### src/hw/rtl/k_nearest_max_heap_macros.svh
// ----------------------------------------------------------------------------
// k_nearest_max_heap_macros.svh
// Assertion macros used by the k-nearest selector RTL.
// ----------------------------------------------------------------------------
`ifndef K_NEAREST_MAX_HEAP_MACROS_SVH
`define K_NEAREST_MAX_HEAP_MACROS_SVH

`ifndef ASSERT_OFF

// Property must hold at every clock edge outside reset.
`define KNMH_ASSERT(lbl, clk, rstn, prop, msg) \
    lbl: assert property (@(posedge clk) disable iff (!rstn) prop) else $error(msg);

// Expression must never be true at a clock edge outside reset.
`define KNMH_NEVER(lbl, clk, rstn, expr, msg) \
    lbl: assert property (@(posedge clk) disable iff (!rstn) !(expr)) else $error(msg);

`else

`define KNMH_ASSERT(lbl, clk, rstn, prop, msg)
`define KNMH_NEVER(lbl, clk, rstn, expr, msg)

`endif

`endif

### src/hw/rtl/knmh_pkg.sv
// ----------------------------------------------------------------------------
// knmh_pkg
// Types, constants and the microcode program of the k-nearest selector.
// ----------------------------------------------------------------------------
package knmh_pkg;

    localparam int K_MAX   = 64;
    localparam int IDX_W   = $clog2(K_MAX);
    localparam int CNT_W   = $clog2(K_MAX + 1);
    localparam int CHILD_W = IDX_W + 2;
    localparam int KCFG_W  = 7;
    localparam int ID_W    = 32;
    localparam int DIST_W  = 32;
    localparam int OP_W    = 2;
    localparam int ENTRY_W = ID_W + DIST_W;
    localparam int STEP_W  = 5;

    localparam logic [KCFG_W-1:0] K_RESET = KCFG_W'(64);

    localparam logic [OP_W-1:0] OPC_CLEAR  = OP_W'(0);
    localparam logic [OP_W-1:0] OPC_INSERT = OP_W'(1);
    localparam logic [OP_W-1:0] OPC_DRAIN  = OP_W'(2);

    // Datapath operation of one microcode step.
    typedef enum logic [3:0] {
        U_NOP,
        U_LATCH,
        U_EMIT_STATUS,
        U_CLEAR,
        U_APPEND,
        U_HEAPIFY_INIT,
        U_ROOT_READ,
        U_LOAD_ROOT,
        U_LOAD_NEW,
        U_READ_CHILDREN,
        U_MOVE_UP,
        U_PLACE,
        U_DRAIN_INIT,
        U_DRAIN_READ,
        U_EMIT_ENTRY
    } t_uop;

    // Jump condition of one microcode step.
    typedef enum logic [3:0] {
        C_ALWAYS,
        C_NO_START,
        C_OP_INSERT,
        C_OP_DRAIN,
        C_OP_CLEAR,
        C_HELD_FULL,
        C_HELD_NOT_FULL,
        C_ROOT_ZERO,
        C_NO_CHILD,
        C_CHILD_NOT_GT,
        C_HEAPIFY,
        C_HELD_EMPTY,
        C_DRAIN_MORE
    } t_cond;

    typedef struct packed {
        t_uop              uop;
        t_cond             cond;
        logic [STEP_W-1:0] target;
    } t_uword;

    // Status flags from the datapath that the jump conditions test.
    typedef struct packed {
        logic no_start;
        logic op_insert;
        logic op_drain;
        logic op_clear;
        logic held_full;
        logic root_zero;
        logic no_child;
        logic child_not_gt;
        logic heapify;
        logic held_empty;
        logic drain_more;
    } t_flags;

    // Program step addresses.
    localparam logic [STEP_W-1:0] S_IDLE       = STEP_W'(0);
    localparam logic [STEP_W-1:0] S_DISP       = STEP_W'(1);
    localparam logic [STEP_W-1:0] S_DISP_DRN   = STEP_W'(2);
    localparam logic [STEP_W-1:0] S_DISP_CLR   = STEP_W'(3);
    localparam logic [STEP_W-1:0] S_UNUSED_OP  = STEP_W'(4);
    localparam logic [STEP_W-1:0] S_CLR        = STEP_W'(5);
    localparam logic [STEP_W-1:0] S_STAT       = STEP_W'(6);
    localparam logic [STEP_W-1:0] S_INS        = STEP_W'(7);
    localparam logic [STEP_W-1:0] S_APPEND     = STEP_W'(8);
    localparam logic [STEP_W-1:0] S_FILL_CHECK = STEP_W'(9);
    localparam logic [STEP_W-1:0] S_HINIT      = STEP_W'(10);
    localparam logic [STEP_W-1:0] S_HLOOP      = STEP_W'(11);
    localparam logic [STEP_W-1:0] S_ROOT_READ  = STEP_W'(12);
    localparam logic [STEP_W-1:0] S_ROOT_LOAD  = STEP_W'(13);
    localparam logic [STEP_W-1:0] S_REPL       = STEP_W'(14);
    localparam logic [STEP_W-1:0] S_SIFT       = STEP_W'(15);
    localparam logic [STEP_W-1:0] S_COMPARE    = STEP_W'(16);
    localparam logic [STEP_W-1:0] S_MOVE       = STEP_W'(17);
    localparam logic [STEP_W-1:0] S_PLACE      = STEP_W'(18);
    localparam logic [STEP_W-1:0] S_SIFT_DONE  = STEP_W'(19);
    localparam logic [STEP_W-1:0] S_DRN        = STEP_W'(20);
    localparam logic [STEP_W-1:0] S_DLOOP      = STEP_W'(21);
    localparam logic [STEP_W-1:0] S_DEMIT      = STEP_W'(22);
    localparam logic [STEP_W-1:0] S_DDONE      = STEP_W'(23);

    function automatic t_uword uw(input t_uop uop, input t_cond cond,
                                  input logic [STEP_W-1:0] target);
        t_uword w;
        w.uop    = uop;
        w.cond   = cond;
        w.target = target;
        return w;
    endfunction

    // The control store. A step jumps to its target when its condition
    // holds and otherwise goes on to the next address.
    function automatic t_uword ucode_word(input logic [STEP_W-1:0] step);
        t_uword w;
        unique case (step)
            S_IDLE:       w = uw(U_LATCH,         C_NO_START,      S_IDLE);
            S_DISP:       w = uw(U_NOP,           C_OP_INSERT,     S_INS);
            S_DISP_DRN:   w = uw(U_NOP,           C_OP_DRAIN,      S_DRN);
            S_DISP_CLR:   w = uw(U_NOP,           C_OP_CLEAR,      S_CLR);
            S_UNUSED_OP:  w = uw(U_EMIT_STATUS,   C_ALWAYS,        S_IDLE);
            S_CLR:        w = uw(U_CLEAR,         C_ALWAYS,        S_STAT);
            S_STAT:       w = uw(U_EMIT_STATUS,   C_ALWAYS,        S_IDLE);
            S_INS:        w = uw(U_NOP,           C_HELD_FULL,     S_REPL);
            S_APPEND:     w = uw(U_APPEND,        C_ALWAYS,        S_FILL_CHECK);
            S_FILL_CHECK: w = uw(U_NOP,           C_HELD_NOT_FULL, S_STAT);
            S_HINIT:      w = uw(U_HEAPIFY_INIT,  C_ALWAYS,        S_HLOOP);
            S_HLOOP:      w = uw(U_NOP,           C_ROOT_ZERO,     S_STAT);
            S_ROOT_READ:  w = uw(U_ROOT_READ,     C_ALWAYS,        S_ROOT_LOAD);
            S_ROOT_LOAD:  w = uw(U_LOAD_ROOT,     C_ALWAYS,        S_SIFT);
            S_REPL:       w = uw(U_LOAD_NEW,      C_ALWAYS,        S_SIFT);
            S_SIFT:       w = uw(U_READ_CHILDREN, C_NO_CHILD,      S_PLACE);
            S_COMPARE:    w = uw(U_NOP,           C_CHILD_NOT_GT,  S_PLACE);
            S_MOVE:       w = uw(U_MOVE_UP,       C_ALWAYS,        S_SIFT);
            S_PLACE:      w = uw(U_PLACE,         C_HEAPIFY,       S_HLOOP);
            S_SIFT_DONE:  w = uw(U_NOP,           C_ALWAYS,        S_STAT);
            S_DRN:        w = uw(U_DRAIN_INIT,    C_HELD_EMPTY,    S_STAT);
            S_DLOOP:      w = uw(U_DRAIN_READ,    C_ALWAYS,        S_DEMIT);
            S_DEMIT:      w = uw(U_EMIT_ENTRY,    C_DRAIN_MORE,    S_DLOOP);
            S_DDONE:      w = uw(U_NOP,           C_ALWAYS,        S_IDLE);
            default:      w = uw(U_NOP,           C_ALWAYS,        S_IDLE);
        endcase
        return w;
    endfunction

    // A k of zero acts as one; values above the heap size saturate to it.
    function automatic logic [CNT_W-1:0] clamp_k(input logic [KCFG_W-1:0] k);
        logic [CNT_W-1:0] r;
        if (k == KCFG_W'(0)) begin
            r = CNT_W'(1);
        end else if (int'(k) > K_MAX) begin
            r = CNT_W'(K_MAX);
        end else begin
            r = CNT_W'(k);
        end
        return r;
    endfunction

endpackage

### src/hw/rtl/knmh_useq.sv
// ----------------------------------------------------------------------------
// knmh_useq
// Step counter and control store with conditional jumps.
// ----------------------------------------------------------------------------
module knmh_useq (
    input  logic            i_clk,
    input  logic            i_rst_n,
    input  knmh_pkg::t_flags i_flags,
    output knmh_pkg::t_uword o_uword,
    output logic            o_busy
);
    import knmh_pkg::*;

    logic [STEP_W-1:0] r_pc;
    logic [STEP_W-1:0] n_pc;
    logic              w_take;

    always_comb begin
        o_uword = ucode_word(r_pc);
    end

    always_comb begin
        unique case (o_uword.cond)
            C_ALWAYS:        w_take = 1'b1;
            C_NO_START:      w_take = i_flags.no_start;
            C_OP_INSERT:     w_take = i_flags.op_insert;
            C_OP_DRAIN:      w_take = i_flags.op_drain;
            C_OP_CLEAR:      w_take = i_flags.op_clear;
            C_HELD_FULL:     w_take = i_flags.held_full;
            C_HELD_NOT_FULL: w_take = !i_flags.held_full;
            C_ROOT_ZERO:     w_take = i_flags.root_zero;
            C_NO_CHILD:      w_take = i_flags.no_child;
            C_CHILD_NOT_GT:  w_take = i_flags.child_not_gt;
            C_HEAPIFY:       w_take = i_flags.heapify;
            C_HELD_EMPTY:    w_take = i_flags.held_empty;
            C_DRAIN_MORE:    w_take = i_flags.drain_more;
            default:         w_take = 1'b1;
        endcase
    end

    always_comb begin
        n_pc = w_take ? o_uword.target : r_pc + STEP_W'(1);
    end

    always_ff @(posedge i_clk) begin
        if (!i_rst_n) begin
            r_pc <= S_IDLE;
        end else begin
            r_pc <= n_pc;
        end
    end

    assign o_busy = (r_pc != S_IDLE);

endmodule

### config.mk
export PLATFORM = sky130hd
export DESIGN_NAME = knmh_useq
export DESIGN_NICKNAME = d
export VERILOG_FILES = /design/src/hw/rtl/k_nearest_max_heap_macros.svh /design/src/hw/rtl/knmh_pkg.sv /design/src/hw/rtl/knmh_useq.sv
export SDC_FILE = /design/constraint.sdc
export NUM_CORES = 1
export LEC_CHECK = 0
export BUFFER_PORTS_ARGS = -buffer_cell sky130_fd_sc_hd__buf_2
export CAP_MARGIN = 20
export CORE_MARGIN = 4
export CORE_UTILIZATION = 54
export DETAILED_ROUTE_END_ITERATION = 12
export GPL_TIMING_DRIVEN = 0
export PLACE_DENSITY = 0.82
export REMOVE_ABC_BUFFERS = 1
export SLEW_MARGIN = 15
export SYNTH_ARGS = -nofsm -noshare
export SYNTH_HDL_FRONTEND = slang
export SYNTH_SLANG_ARGS = --single-unit
### constraint.sdc
create_clock -name i_clk -period 2.75 [get_ports i_clk]
set_clock_uncertainty 0.15 [all_clocks]
set_input_delay 0.275 -clock i_clk [delete_from_list [all_inputs] [get_ports i_clk]]
set_output_delay 0.275 -clock i_clk [all_outputs]
set_load 0.005 [all_outputs]
* Word level (Yosys, flattened, before mapping)
Memories as Yosys holds them, arrays and structs flattened. A register that Yosys moved wholly into a read port is not among the register bits.
Cells that the tools add are included.
W data, S select, Z words.
** Cells by class
- Equal/unequal tests :: 12
- Multiplexer cells :: 3
- Reductions and logical operators :: 2
- Add/sub/neg operators :: 1
** Operators by type and width (number)
- $eq A4 B4 Y1 const B :: 5
- $eq A4 B3 Y1 const B :: 4
- $pmux W1 S12 :: 1
- $mux W5 :: 2
- $eq A4 B2 Y1 const B :: 2
- $add A5 B1 Y5 const B :: 1
- $reduce_bool A5 Y1 :: 1
- $eq A4 B1 Y1 const B :: 1
- $logic_not A1 Y1 :: 1
** Word-level totals
- Word-level logic and storage cells :: 20
- Memories kept :: 1
- Bits in registers :: 5
- ROM bits :: 416
- Bits of input ports :: 13
- Output and inout port bits :: 14
** Memories
- (name not given) :: depth 32, width 13, read ports 1, clocked after memory_dff 1, wr ports 0, RTL line knmh_pkg.sv:120 : unique case (step)

* Longest topological paths before layout
Gate-level depths: netlist of the first run.
- Depth in word-level cells :: 4
- Depth in mapped cells :: 11
- Depth with buffers taken out :: 10

* Worst setup path before layout of the first run
No wires, ideal clock.
- Path kind :: register -> register
- Start :: reg o_uword[6] (netlist name)
- End :: reg o_uword[6] (netlist name)
- Arrival :: 2138 ps
- Clock period less this slack :: 2421 ps
- Path buffers :: 2
- Required time :: 2467 ps
- Library setup time :: 133 ps
- Cell stages (with the launch flop) :: 11
- Path slack :: 329 ps
- Cell sequence :: dfxtp_1 -> or3b_1 -> o32ai_1 -> a211oi_2 -> and2_4 -> buf_6 -> a211oi_2 -> buf_4 -> nor3_2 -> a222oi_1 -> o22ai_1
** Between the ends
- Word-level cells in the longest chain between the ends :: 4
- Elaborated cells on any way between the ends :: 15
- Those cells by class :: 12 x eq/ne; 3 x mux
** Ends and longest elaborated chain
- $eq A4 B4 Y1 (tied with other cells) :: RTL line knmh_useq.sv:23 : unique case (o_uword.cond)
- $pmux W1 S12 (*) :: RTL line knmh_useq.sv:23
- $mux W5 (*) :: RTL line knmh_useq.sv:42 : n_pc = w_take ? o_uword.target : r_pc + STEP_W'(1);
- $mux W5 (no line) (*)
Every way passes the cells marked *; elsewhere a longest branch is shown, timed or not.
A chain may end at the register's enable or synchronous reset.

* Worst setup path after layout of the first run
- Start :: reg o_uword[6] (netlist name)
- End :: reg o_uword[6] (netlist name)
** Between the ends
- Word-level cells in the longest chain between the ends :: 4
- Elaborated cells on any way between the ends :: 15
- Those cells by class :: 12 x eq/ne; 3 x mux
** Ends and longest elaborated chain (RTL line)
- $eq A4 B4 Y1 (tied with other cells) :: knmh_useq.sv:23
- $pmux W1 S12 (*) :: knmh_useq.sv:23
- $mux W5 (*) :: knmh_useq.sv:42
- $mux W5 (no line) (*)
Marked as above.

==> results.md, run 1 <==
* Maximum VDD drop at 765 uV
* # setup viols final at 0
* Total power at 2.10 mW
* GRT overflow at 0
* Die height at 57.9 um
* Post-Place Worst Slack at -0.429 ns
* Hpwl dp at 2750 um
* Most frequent cells in the layout: buf_2 (26), dfxtp_1 (15), nand2_1 (14)
* Max Fclk at 0.375 GHz
* Final Hold Viols at 0
* Max-cap violations at 0
* Leading cell type in the layout, fill and taps excluded: buf_2
* PortBufs at 26
* Leakage at around 0.67 nW
* # hold bufs at CTS at 0
* Core area at about 2300 um2
* Pwr Density at about 1300 nW/um2
* Crit path time final at between 2 and 3 ns
* Die width at 57.9 um
* Worst Path Required at 2.76 ns
* Critical path arrival at 2.68 ns
* Layout cells sized above 1 at 0.295
* Status: finished, final reports clean
* Row count at 17
* CTS sink cnt at 18
* Hold Crit Class: input pin to register
* #FFs+latches synth at 18
* Via density at 6.61
* Clk pin slew, worst setup/hold paths at 0.09 ns
* Initial antenna violation count at 0
* Slew Limit Headroom at 0.678
* Post-synth top flop: dfxtp_1
* Crit path max fanout at 13
* Final WS setup at 0.0862 ns
* Register area share after synthesis at 0.268
* Period utilization at 0.969
* Initial core utilization at 0.584
* Placed Area at around 1400 um2
* Worst slew pin tran at 0.480 ns
* CTS buffer count at 3
* Final Slew Violations at 0
* Root buf cell: clkbuf_4
* Synth unique cells at 50
* EDFF count, synth at 0
* WS Path Type: register to register
* Final Util at 0.693
* Asr flop ratio synth at 0
* Design area at 1590 um2
* Vias in the first global route at 1360
* Area growth, synth to finish at 18.5%
* Fin nets at 216
* Vias at 1506
* CTS Buffer Depth at 2
* Clk Latency, worst-skew pair at around 0.29 ns
* Mapped Cells at roughly 180
* Total track usage at 0.237
* Routed wire per std cell at 17.7 um
* Largest net degree at the start of global routing at 21
* Startpoint type of the worst setup path: register
* Mapped Area at roughly 1300 um2
* Detailed Route WL at roughly 4000 um
* DR iter-0 viols at 152
* Max H-tree Level at 1
* CTS tree: yes
* First-pass GRT wire length at between 6000 and 7000 um
* Placer Congestion at 0.964
* Crit end category: register
* RSZ-0062 raised after global routing: no
* DRT Pass-1 Iters at 4
* Top Ports at 27
* Yosys warning count at 0
* Post-Syn Area per Cell at 7.58 um2
* Drt drc at 0
* Antenna-violating nets left at 0
* Die Area at 3350 um2
* Antenna cells at 0
[synth_stat cells, types with 2 or more instances]
cell       count  area (um2)
a21o_1         2        15.0
ha_1           2        25.0
o21ai_1        3        15.0
nor2b_1        4        25.0
nand3_1       10        50.1
o2bb2ai_1      2        17.5
inv_1          9        33.8
o21ai_0        8        40.0
o32ai_1        2        17.5
buf_4          2        15.0
nor3_1         4        20.0
nand2_1       16        60.1
a211oi_2       2        25.0
or3_1          4        25.0
nand2b_1       5        31.3
a32oi_1        2        17.5
inv_2          3        11.3
and3_1         2        12.5
a21oi_1       11        55.1
nand4_1        3        18.8
xnor2_1        5        43.8
a31oi_1        3        18.8
o22ai_1        5        31.3
dfxtp_1       18         360
clkbuf_1       6        22.5
mux2i_1        7        70.1
o211ai_1       2        15.0
nor2_1        12        45.0
buf_2          2        10.0
[kinds of logic (layout without fill, tap and decap cells)]
family / count (synthesis) / count (layout) / synth area share
AO/OA/AOI/OAI: 51 / 51 / 0.257
XOR/XNOR: 6 / 6 / 0.0391
adder cells (fa/ha/maj): 2 / 2 / 0.0186
buffers and inverters: 23 / 46 / 0.0773
flip-flops: 18 / 18 / 0.268
multiplexers: 8 / 8 / 0.0606
AND/OR/NAND/NOR: 69 / 69 / 0.279
[final timing paths]
path / from / to / slack (ns) / cells past startpoint
max: o_uword[6]$_DFF_P_ / o_uword[6]$_DFF_P_ / 0.09 / 10
min reg2reg: o_uword[2]$_DFF_P_ / o_uword[3]$_DFF_P_ / 0.59 / 3
min: i_rst_n / o_uword[9]$_DFF_P_ / 0.38 / 4
max reg2reg: o_uword[6]$_DFF_P_ / o_uword[6]$_DFF_P_ / 0.09 / 10
[what timing repair did]
action / 4_1_cts / 5_1_grt
gates resized for setup: 7 / 11
pin swaps: 2 / 4
endpoints found under the setup margin: 12 / 10
setup buffers: 4 / 0
[stage by stage]
step | std cells | hold slack (ns) | TNS (ns)
final | 228 | 0.382 | 0
after global routing | 228 | 0.367 | 0
after CTS | 228 | 0.343 | 0
after detailed placement | 220 | 0.506 | -2.42
after global placement | 220 | 0.504 | -1.82
after floorplan | 166 | 0.345 | 0
[power by group]
| group | internal, mW | switching, mW | total, mW | leakage [nW] |
|---|---|---|---|---|
| Sequential | 0.376 | 0.141 | 0.517 | 0.150 |
| Combinational | 0.581 | 0.839 | 1.42 | 0.499 |
| Clock | 0.0807 | 0.0789 | 0.160 | 0.0210 |
| Total | 1.04 | 1.06 | 2.10 | 0.670 |
[critical path, cell delays in order, from the launching register on]
cell	delay [ns]
dfxtp_4	0.39
or3b_1	0.36
o32ai_2	0.14
a211oi_2	0.05
buf_4	0.16
and2_4	0.22
a211oi_4	0.32
buf_4	0.18
nor3_2	0.05
a222oi_1	0.36
o22ai_1	0.13
[area by class of cell]
class,instances,area (um2)
Fill cell,192,706
Timing Repair Buffer,30,160
Clock buffer,4,36.3
Inverter,12,47.5
Tap cell,28,35.0
Multi-Input combinational cell,136,946
Sequential cell,18,367
[per-layer routing]
layer | vias up | track usage | wire length, um
met1 | 694 | 0.323 | 1650
met4 | 0 | 0.129 | 97
li1 | 698 | - | -
met2 | 96 | 0.363 | 1910
met3 | 18 | 0.0245 | 369
met5 | - | 0 | 0
[flip-flops by register name, indices dropped and copies added, names as in the netlist]
name     count
o_uword     13
r_pc         5
Power figures use the tool's default switching activity.
==> run 2, diff against run 1 <==
==> constraint.sdc (replaced) <==
create_clock -name i_clk -period 2.6 [get_ports i_clk]
set_clock_uncertainty 0.15 [all_clocks]
set_input_delay 0.26 -clock i_clk [delete_from_list [all_inputs] [get_ports i_clk]]
set_output_delay 0.26 -clock i_clk [all_outputs]
set_load 0.005 [all_outputs]
==> run 2 against run 1 <==
The run now ends with setup timing left; power is 23% higher; critical path depth is 1 higher; combinational power is 30% higher; register-to-register slack worse by 0.18 ns; clock power is 7% higher; worst setup slack worse by 0.18 ns; global-route usage is 0.13 points higher; fmax is 1.2% lower; wire length is 18% higher; utilization is 7.8 points higher.
==> results.md, run 2 (synthesized netlist as in run 1, its figures left out) <==
* Status: finished, violations left
* Failing checks: setup timing
* Top Ports at 27
* Critical path arrival at 2.71 ns
* Clk Latency, worst-skew pair at a little under 0.3 ns
* Antenna-violating nets left at 0
* Final WS setup at -0.0964 ns
* Startpoint type of the worst setup path: register
* WS Path Type: register to register
* CTS buffer count at 3
* Layout cells sized above 1 at 0.403
* Fin nets at between 200 and 250
* Via density at between 6 and 7
* DR iter-0 viols at 235
* Antenna cells at 0
* Initial core utilization at 0.584
* Leakage at 0.747 nW
* CTS sink cnt at 18
* Max H-tree Level at 1
* Met2 GRT Util at 0.360
* Crit path max fanout at 6
* Clk pin slew, worst setup/hold paths at 0.10 ns
* Period utilization at 1.04
* Crit end category: register
* Routed wire per std cell at 19.8 um
* Pwr Density at about 1500 nW/um2
* Worst Path Required at 2.61 ns
* DP Cell Count at 220
* Final Slew Violations at 0
* Largest net degree at the start of global routing at 21
* Core area at 2300 um2
* Root buf cell: clkbuf_4
* Layer carrying the most global-route usage: met2
* Total track usage at 0.238
* Routing usage on met1 at 0.321
* Design area at 1770 um2
* Most frequent cells in the layout: buf_2 (27), nand2_1 (13), dfxtp_1 (13)
* Area growth, synth to finish at 32.0%
* PortBufs at 26
* Largest register FFs at 13
* Row count at 17
* CTS Buffer Depth at 2
* Placed Area at 1450 um2
* Vias at 1628
* Die Area at 3350 um2
* DRT Pass-1 Iters at 8
* Maximum VDD drop at 1140 uV
* Met3 Usage GRT at 0.0423
* Initial antenna violation count at 0
* Setup TNS at -0.103 ns
* Die height at just under 60 um
* Max-cap violations at 0
* Leading cell type in the layout, fill and taps excluded: buf_2
* Detailed Route WL at 4730 um
* Total power at roughly 2.6 mW
* GRT overflow at 0
* Worst slew pin tran at approximately 0.5 ns
* Final Hold Viols at 0
* RSZ-0062 raised after global routing: yes
* Fill cell count at around 150
* Die width at 57.9 um
* Vias in the first global route at 1357
* Non-Filler Instances at 239
* Slew Limit Headroom at 0.672
* First-pass GRT wire length at 6260 um
* Drt drc at 0
* Placer Congestion at 0.964
* Crit path time final at 2.70 ns
* Hold slack at 0.349 ns
* CTS tree: yes
* # setup viols final at 2
* Hpwl dp at 2750 um
* Max Fclk at between 0.3 and 0.4 GHz
* Hold Crit Class: input pin to register
[run 2: worst max-delay path, stage by stage, from the launching register on]
cell and delay, ns:
dfxtp_4 0.39, buf_2 0.16, nor3_2 0.18, a21oi_2 0.08, a211oi_4 0.33, buf_6 0.17
a21oi_2 0.07, a211oi_4 0.27, buf_4 0.19, nor3_2 0.06, a222oi_1 0.36, o22ai_1 0.15
[run 2: path summary, 6_finish.rpt]
path / start / endpoint / slack (ns) / cells after the start
worst max-delay path: o_uword[5]$_DFF_P_ / o_uword[6]$_DFF_P_ / -0.1 / 11
worst min-delay path: i_rst_n / r_pc[1]$_SDFF_PN0_ / 0.35 / 3
worst max register to register: o_uword[5]$_DFF_P_ / o_uword[6]$_DFF_P_ / -0.1 / 11
worst min register to register: o_uword[2]$_DFF_P_ / o_uword[3]$_DFF_P_ / 0.58 / 3
[run 2: cell type report]
class | instances | area (um2) | area share
tap | 28 | 35.0 | 0.0198
timing repair buffer | 40 | 249 | 0.141
clock buffer | 4 | 36.3 | 0.0205
multi-input combinational | 137 | 1030 | 0.581
sequential | 18 | 372 | 0.210
inverter | 12 | 50.0 | 0.0282
[run 2: power breakdown]
part           internal [mW]  switching (mW)  total (mW)  leakage [nW]
sequential             0.403           0.153       0.556         0.151
clock                 0.0853          0.0856       0.171        0.0210
combinational          0.808            1.04        1.85         0.576
[run 2: repair_timing]
| action | in CTS | in global routing |
|---|---|---|
| buffers inserted | 4 | 11 |
| gates cloned | 0 | 1 |
| pin swaps | 4 | 7 |
| gates resized for setup | 15 | 26 |
| hold buffers | 0 | 0 |
| setup endpoints to repair | 13 | 12 |
[run 2: routing by layer]
metal	routed length, um	vias to the layer above
li1	-	713
met1	1800	755
met2	2330	144
met3	533	16
met4	71	0
met5	0	-
[run 2: through the flow]
step / util / setup slack [ns]
after floorplan: - / -0.0856
after global routing: 0.771 / -0.153
final: 0.771 / -0.0964
after CTS: 0.685 / 0.000280
after detailed placement: 0.631 / -0.579
after global placement: 0.631 / -0.534
